===== config.mk =====
export PLATFORM = sky130hd
export DESIGN_NAME = pwaa_ram
export DESIGN_NICKNAME = d
export VERILOG_FILES = /design/src/sv/pwaa_ram.sv
export SDC_FILE = /design/constraint.sdc
export NUM_CORES = 1
export LEC_CHECK = 0
export BUFFER_PORTS_ARGS = -buffer_cell sky130_fd_sc_hd__buf_2
export CAP_MARGIN = 5
export CORE_MARGIN = 10
export CORE_UTILIZATION = 55
export CTS_CLUSTER_DIAMETER = 30
export CTS_CLUSTER_SIZE = 8
export DETAILED_ROUTE_END_ITERATION = 16
export PLACE_DENSITY_LB_ADDON = 0.12
export SLEW_MARGIN = 20
export SYNTH_ARGS = -nofsm -noshare
export SYNTH_HDL_FRONTEND = slang
export SYNTH_SLANG_ARGS = --single-unit

===== constraint.sdc =====
create_clock -name clk_i -period 3.9 [get_ports clk_i]
set_input_delay 0.195 -clock clk_i [delete_from_list [all_inputs] [get_ports clk_i]]
set_output_delay 0.195 -clock clk_i [all_outputs]
set_load 0.005 [all_outputs]

===== src/sv/pwaa_ram.sv =====
// generic simple dual port synchronous ram, one write and one registered read port
// no dependencies
module pwaa_ram #(
  parameter int unsigned Width = 32,
  parameter int unsigned Depth = 16
) (
  input  logic                     clk_i,
  input  logic                     we_i,
  input  logic [$clog2(Depth)-1:0] waddr_i,
  input  logic [Width-1:0]         wdata_i,
  input  logic [$clog2(Depth)-1:0] raddr_i,
  output logic [Width-1:0]         rdata_o
);
  logic [Width-1:0] mem_q [Depth];

  always_ff @(posedge clk_i) begin
    if (we_i) mem_q[waddr_i] <= wdata_i;
    rdata_o <= mem_q[raddr_i];
  end
endmodule


==> results.md <==
* Result of the run: completed
* Post-Synth Simple-Gate Area at 0.0127
* Crit path max-delay family: simple AND/OR/NAND/NOR gates
* DR iter-0 viols at roughly 1000
* Setup WS pre-CTS at 1.67 ns
* Setup-failing EPs final at 0
* Crit path from: waddr_i[2]
* Worst r2r src: mem_q[3][19]$_DFFE_PP_
* CP max-delay cell: nor2_4
* Hold Path Class: primary input to flip-flop
* Avg Cell Area, Syn at 23.7 um2
* H-Tree Depth at 3
* Post-route core utilization at 0.697
* Mapped Nets at 880
* WP buf/inv at 2
* Detailed-route DRC error count at 0
* Fin crit period at 1.62 ns
* Crit. End Element: flip-flop
* RD Place Congestion at approximately 0.75
* Compound-Gate Fraction of Synth Area at 0.0242
* Area delta synth->final at 25.0%
* Max_cap viols at 0
* Crit Path Class: primary input to flip-flop
* Grt ovf at 0
* Min Hold Slack at 0.214 ns
* Clock Sinks at 544
* Routed wire length at 44200 um
* CTS tree: done
* Fmax at 0.619 GHz
* Final HPWL from detailed placement at about 22000 um
* Wirelength per Cell at 28.0 um
* Max Slew Vio Count at 0
* IO Count at 74
* Worst reg-to-reg path cell count at 3
* Power Total at 16100 uW
* Worst reg2reg path endpoint: rdata_o[19]$_DFF_P_
* Max Clock Skew at 0.0182 ns
* Arrival @ worst endpoint at 1.90 ns
* Met2 WL at 22300 um
* CTS clk-pin slew, worst paths at 0.04 ns
* Sequential area share after synthesis at 0.807
* First-pass GRT wire length at 67100 um
* Initial Util at 0.558
* Routed metal-1 wire length at 18100 um
* Final net count at 1076
* VDD IR max at between 400 and 500 uV
* Largest fanout on the critical path at 22
* Worst setup SP type: primary input
* Metal3 WL at 2910 um
* WP depth at 4
* Worst-Margin Slew at 1.08 ns
* Drt first pass iters at 7
* Total die area at 0.0441 mm2
* Post-Synth XOR/XNOR Area at 0
* GR Util All Layers at 0.205
* CTS Buf Count at around 100
* Static leakage at 0.00832 uW
* Yosys reg bits at 544
* Clock buffer depth at 3
* Fin Setup TNS at 0 ns
* Power Dens Cells at 648 mW/mm2
* Yosys warning count at 0
* Highest routing layer actually used: met4
* Share of layout cells above drive strength 1 at 0.363
* Max stage delay on crit path at about 0.86 ns
* Unrepaired setup endpoints after global routing: false
* Cell Rows at 69
* CP endpoint: mem_q[11][9]$_DFFE_PP_
* PortBufs at 73
* Final Hold Viols at 0
* Core Area at 0.0356 mm2
* Slew headroom at 0.278
* Min setup slack post-route at 2.28 ns
* Final period util at 0.414
* Largest family of logic cells by synthesized area: multiplexers
* Die span in x at 210 um
* Clk_lat worst skew at 0.60 ns
* Largest net degree at the start of global routing at 70
* Adder-cell area share of the yosys netlist at 0
* Routed via count at approximately 9600
* Post-synthesis mux area share at 0.145
* ANT cells at 0
* Vias in the first global route at 10500
* Antenna violations before repair at 0
* Distinct cells, synth at 18
* Vias per inst at 6.06
* Worst Path Required at 4.18 ns
* Root Buffer: clkbuf_16
* Synthesized cell area at between 0.015 and 0.02 mm2
* Antenna Nets Post-Route at 0
* Setup Fix Bufs, Post-CTS at 0
* Die Y at 210 um
* Syn Inst Count at 838
* Cell Chain, Critical Path: buf_2 -> nand3b_1 -> nor2_4 -> buf_4
* R2r setup slk at 2.53 ns
==> power breakdown <==
| group | leakage (uW) | total [uW] | switching [uW] | internal, uW |
|---|---|---|---|---|
| registers | 0.00489 | 6600 | 41.9 | 6560 |
| clock network | 0.00170 | 8870 | 2750 | 6130 |
| logic | 0.00172 | 593 | 340 | 254 |
==> Yosys cell counts, drive strengths merged <==
| cell | n | area share |
|---|---|---|
| edfxtp | 512 | 0.77 |
| mux4 | 128 | 0.15 |
| a22oi | 64 | 0.024 |
| nand2 | 33 | 0.0062 |
| dfxtp | 32 | 0.032 |
| buf | 26 | 0.0080 |
| clkbuf | 17 | 0.0032 |
| nor2 | 13 | 0.0025 |
| nor3 | 4 | 0.0010 |
| nand2b | 2 | 0.00063 |
| nand3b | 2 | 0.00076 |
| nor2b | 2 | 0.00063 |
| and2 | 1 | 0.00032 |
| nand3 | 1 | 0.00025 |
| or3b | 1 | 0.00044 |
==> cells in the final DEF (no fill, tap or decap), types with 13 or more instances in the layout <==
cell type	netlist	final
a22oi_1	64	64
buf_2	4	71
buf_4	11	27
bufinv_16	0	17
clkbuf_1	17	20
clkbuf_16	0	107
clkinv_1	0	13
clkinv_2	0	14
dfxtp_1	32	32
dlygate4sd3_1	0	32
edfxtp_1	512	512
mux4_2	128	128
nand2_1	33	33
nor2_4	0	13
==> cell families (layout without fill, tap and decap cells) <==
kind of cell,count (synthesis),after routing
compound gates,64,64
simple gates,59,59
mux,128,128
buf+inv,43,321
flops,544,544
==> routing by layer <==
metal	up-vias	global-route usage
met3	60	0.0426
met4	0	0.0717
li1	4013	-
met1	5102	0.273
met2	385	0.331
met5	-	0
==> worst reg2reg max path, delay by kind of cell (launching register included) <==
family             cells  cell delay (ns)
AOI/OAI and AO/OA      1             0.26
DFF                    1             0.35
and+or+nand+nor        1             0.13
muxes                  1             0.47
==> sequential cells by signal (all words and copies together) (netlist names) <==
signal / count
mem_q: 512
rdata_o: 32
==> stage by stage <==
| step | instances | cell area, um2 |
|---|---|---|
| 5_1_grt | 1577 | 24800 |
| 3_5_place_dp | 1357 | 21000 |
| 2_1_floorplan | 838 | 19900 |
| 6_report | 1577 | 24800 |
| 3_3_place_gp | 1357 | 21000 |
| 4_1_cts | 1577 | 24800 |
==> final cells by class <==
type                       count  area (um2)
sequential                   544       16000
fill                        2144       10800
multi-input combinational    251        3750
clock buffer                 130        2790
timing repair buffer         133         932
clock inverter                58         741
tap                          461         577
==> how the worst min path moves through the flow <==
stage	startpoint	to	slack [ns]	cells after the start
after global placement	wdata_i[30]	mem_q[12][30]$_DFFE_PP_	0.55	1
after floorplan	wdata_i[0]	mem_q[0][0]$_DFFE_PP_	0.29	0
after CTS	raddr_i[3]	rdata_o[27]$_DFF_P_	0.19	4
final	raddr_i[3]	rdata_o[29]$_DFF_P_	0.21	4
after global routing	waddr_i[1]	mem_q[8][19]$_DFFE_PP_	0.24	3
after detailed placement	wdata_i[30]	mem_q[14][30]$_DFFE_PP_	0.57	1
==> what timing repair did <==
item / CTS / global route
hold endpoints to repair: 512 / 0
hold buffers: 32 / 0
gates resized for setup: 0 / 0
(Power assumes the default switching activity.)
