## config.mk

```make
export PLATFORM = sky130hd
export DESIGN_NAME = pwaa_div
export DESIGN_NICKNAME = d
export VERILOG_FILES = /design/src/sv/pwaa_div.sv
export SDC_FILE = /design/constraint.sdc
export NUM_CORES = 1
export LEC_CHECK = 0
export ABC_AREA = 1
export BUFFER_PORTS_ARGS = -buffer_cell sky130_fd_sc_hd__clkbuf_2
export CAP_MARGIN = 20
export CORE_ASPECT_RATIO = 1.75
export CORE_MARGIN = 1
export CORE_UTILIZATION = 53
export DETAILED_ROUTE_END_ITERATION = 8
export PLACE_DENSITY_LB_ADDON = 0.25
export SYNTH_ARGS = -nofsm -noshare
export SYNTH_HDL_FRONTEND = slang
export SYNTH_SLANG_ARGS = --single-unit
```

## constraint.sdc

```tcl
create_clock -name clk_i -period 3 [get_ports clk_i]
set_input_delay 0.6 -clock clk_i [delete_from_list [all_inputs] [get_ports clk_i]]
set_output_delay 0.6 -clock clk_i [all_outputs]
set_load 0.02 [all_outputs]
```

## src/sv/pwaa_div.sv

```systemverilog
// restoring signed divider, one quotient bit per cycle, truncates toward zero
// no dependencies
module pwaa_div #(
  parameter int unsigned NumW = 40,
  parameter int unsigned DenW = 4
) (
  input  logic                   clk_i,
  input  logic                   rst_ni,
  input  logic                   start_i,
  input  logic signed [NumW-1:0] num_i,
  input  logic [DenW-1:0]        den_i,
  output logic                   done_o,
  output logic signed [NumW-1:0] quo_o
);
  localparam int unsigned CntW = $clog2(NumW + 1);

  logic [NumW-1:0] quo_q, quo_d;
  logic [DenW:0]   rem_q, rem_d;
  logic [DenW-1:0] den_q, den_d;
  logic            neg_q, neg_d;
  logic [CntW-1:0] cnt_q, cnt_d;
  logic            busy_q, busy_d;
  logic            done_q, done_d;
  logic [DenW+1:0] trial;

  always_comb begin
    quo_d  = quo_q;
    rem_d  = rem_q;
    den_d  = den_q;
    neg_d  = neg_q;
    cnt_d  = cnt_q;
    busy_d = busy_q;
    done_d = 1'b0;
    trial  = '0;
    if (start_i) begin
      neg_d  = num_i[NumW-1];
      quo_d  = num_i[NumW-1] ? (~num_i + 1'b1) : num_i;
      rem_d  = '0;
      den_d  = den_i;
      cnt_d  = CntW'(NumW);
      busy_d = 1'b1;
    end else if (busy_q) begin
      trial = {rem_q, quo_q[NumW-1]} - {2'b00, den_q};
      if (!trial[DenW+1]) begin
        rem_d = trial[DenW:0];
        quo_d = {quo_q[NumW-2:0], 1'b1};
      end else begin
        rem_d = {rem_q[DenW-1:0], quo_q[NumW-1]};
        quo_d = {quo_q[NumW-2:0], 1'b0};
      end
      cnt_d = cnt_q - 1'b1;
      if (cnt_q == CntW'(1)) begin
        busy_d = 1'b0;
        done_d = 1'b1;
      end
    end
  end

  always_ff @(posedge clk_i or negedge rst_ni) begin
    if (!rst_ni) begin
      busy_q <= 1'b0;
      done_q <= 1'b0;
      cnt_q  <= '0;
    end else begin
      busy_q <= busy_d;
      done_q <= done_d;
      cnt_q  <= cnt_d;
    end
  end

  always_ff @(posedge clk_i) begin
    quo_q <= quo_d;
    rem_q <= rem_d;
    den_q <= den_d;
    neg_q <= neg_d;
  end

  assign done_o = done_q;
  assign quo_o  = neg_q ? $signed(~quo_q + 1'b1) : $signed(quo_q);
endmodule

```

==> flow_summary.ini <==
[status]
status = complete, but fails checks
violations = design-rule violations

[clock_network]
cts_made_buffers = 9
ctsRootBufferMaster = clkbuf_16
numClockSinks = 58
cts_tree = built
cts_buffer_depth = 2
cts-htree-levels = 3
path_clk_slew_ns = 0.05
cts_hold_buffers = 0
insertion_delay_ns = 0.33

[floorplanning]
pin_count = 88
num_rows = 47
core_area_mm2 = 0.00941
dieArea_mm2 = 0.0100
die_x_um = 76.2
start_util_pct = 54.2
die_h_um = 132

[grt]
grt-ovfl-total = 0
grt_max_degree = 40
grt_use_total_pct = 31.9
grt_pass1_vias = 5233
grt_pass1_wl_um = 24900
antenna_found_initial = 0

[logic_synthesis]
synth_area_mm2 = 0.00510
synth_top_cell_by_area = edfxtp_1
syn_area_per_cell_um2 = 6.56
netlist.area_leader.share_pct = 26.5
synth_edf_count = 45
synthesis.nets = 834
synth_cell_types = 37
ys_ff_latch = 58
yosys-top-cells-count = nand2_1 (237), nor2_1 (97), nand3_1 (93), inv_1 (80), o21ai_0 (47)
synth_top_flop_cell = edfxtp_1
seq_area_frac_synth_pct = 32.4
synthArstFlopShare_pct = 13.8
synth.most_common_cell = nand2_1
synth_area_leaders = edfxtp_1 (26%), nand2_1 (17%), nand3_1 (9.1%)
synthCells = 778
synth.yosys.warnings = 0

[cells_and_area]
multi_input_area_mm2 = 0.00304
syn_to_final_growth_pct = 17.1
final_util_pct = 63.5
antennaDiodeCount = 0
drive_above_1_share_pct = 16.3
fillers = 931
seq_area_mm2 = 0.00165
fin_nets = 922
final_cell_area_mm2 = 0.00598

[critical_path]
setup.worst_path.end_class = primary output
path_max_fanout = 5
crit_start = quo_q[0]$_DFFE_PP_
endpoint = quo_o[30]
rrSetupSlack_ns = 1.09
cp.arrival_ns = 2.22
path_class = flop to primary output
r2r_start = quo_q[39]$_DFFE_PP_
worst_r2r_path_depth = 11
crit_required_ns = 2.40
start_kind = flop
r2r_end = rem_q[4]$_SDFFE_PP0P_

[routing]
finalWirelength_um = 15500
ant_nets = 0
dr.pass1.iters = 6
drt-wirelength-per-cell_um = 15.7
drc = 2
via_per_inst = 5.47
drt_iter0_markers = 323
vias = 5418

[placed_design]
io_buffers = 87
dpl-instance-area_mm2 = 0.00569
hpwl_um = 12600
place_ws_ns = 0.428
gp_congestion = 0.937

[pwr]
p_leak_nw = 2.87
p_total_mw = 3.23
p_per_area_mw_per_mm2 = 541
peakVddDrop_v = 0.000323

[sta]
setup_viol = 0
hold_violations = 0
fmax_mhz = 355
maxSlewHeadroom_pct = 54.2
min_period_over_period_pct = 93.9
fin_crit_ns = 2.82
rsz0062_at_grt = no
worstMarginPinSlew_ns = 0.679
slew_viol_final = 0
finClkSkew_ns = 0.00541
setup_slack_ns = 0.184
setup_tns_ns = 0

[flow_run]
cap_violations = 0

[min_path]
min_path_type = input port to async pin
[per-stage QoR]
| step | hold WS, ns | cells |
|---|---|---|
| 4_1_cts | 0.104 | 990 |
| 2_1_floorplan | 0.304 | 778 |
| 6_report | 0.102 | 991 |
| 5_1_grt | 0.117 | 991 |
| 3_3_place_gp | 0.451 | 976 |
| 3_5_place_dp | 0.456 | 976 |
[power breakdown]
part	switching [mW]	internal, mW
sequential	0.115	0.998
combinational	0.765	0.393
clock	0.340	0.622
[what timing repair did]
item | 4_1_cts | 5_1_grt
endpoints found under the setup margin | 0 | 2
resized for setup | 0 | 1
buffers inserted | 0 | 1
[worst min path at each step]
stage,from,endpoint,cells after the start
4_1_cts,rst_ni,cnt_q[0]$_DFFE_PN0P_,1
2_1_floorplan,rst_ni,busy_q$_DFF_PN0_,0
3_5_place_dp,rst_ni,done_o$_DFF_PN0_,1
5_1_grt,rst_ni,cnt_q[0]$_DFFE_PN0P_,1
3_3_place_gp,rst_ni,done_o$_DFF_PN0_,1
6_report,rst_ni,cnt_q[3]$_DFFE_PN0P_,1
[area by class of cell]
| cell class | count | area share, % |
|---|---|---|
| multi-input combinational | 613 | 50.9 |
| sequential | 58 | 27.6 |
| timing repair buffer | 96 | 8.84 |
| inverter | 88 | 5.53 |
| clock buffer | 9 | 3.77 |
| tap | 122 | 2.55 |
| clock inverter | 5 | 0.796 |
[cells by family (layout without fill, tap and decap cells)]
kind of cell / count (synthesis) / count (layout) / share of synthesized area, %
simple gates: 486 / 486 / 41.5
compound gates: 74 / 74 / 8.16
xor+xnor: 44 / 44 / 7.55
fa+ha+maj: 9 / 9 / 2.35
flops: 58 / 58 / 32.4
buf+inv: 107 / 198 / 8.11
[state kept, by name (all words and copies together), names as in the netlist]
register  flops
done_o        1
neg_q         1
rem_q         5
den_q         4
cnt_q         6
quo_q        40
busy_q        1
[placed cells by master, fill, tap and decap left out, types with 2 or more instances in the layout]
master / n
clkbuf_16: 9
nor2_2: 9
dfrtp_1: 8
inv_2: 8
nand4_1: 24
inv_1: 80
nand2_2: 7
o22ai_1: 3
nand2_1: 237
a31oi_1: 4
dfxtp_1: 5
edfxtp_1: 45
nand3b_1: 5
o21ai_2: 2
nand3_1: 93
ha_1: 7
a21oi_1: 13
o21ai_0: 47
nor2_4: 2
xnor2_1: 10
xor2_1: 34
nor3_1: 7
clkbuf_2: 87
clkinv_1: 2
clkinv_2: 2
buf_12: 2
buf_4: 7
nor2_1: 97
[worst max-delay path, cell delays in order (launching register included)]
cell and delay [ns]:
edfxtp_1 0.39, inv_1 0.11, ha_2 0.25, nand3_2 0.14, nor2_4 0.19, buf_4 0.16, nand2_1 0.06, nor2_1 0.15
xor2_1 0.08, o21ai_0 0.15, clkbuf_2 0.20
[layer usage]
layer | GRT usage [%] | part of all wire (%)
met1 | 34.3 | 39
met2 | 60.4 | 54
met3 | 3.46 | 3.1
met4 | 16.3 | 3.8
met5 | 0 | 0
Power figures use the tool's default switching activity.
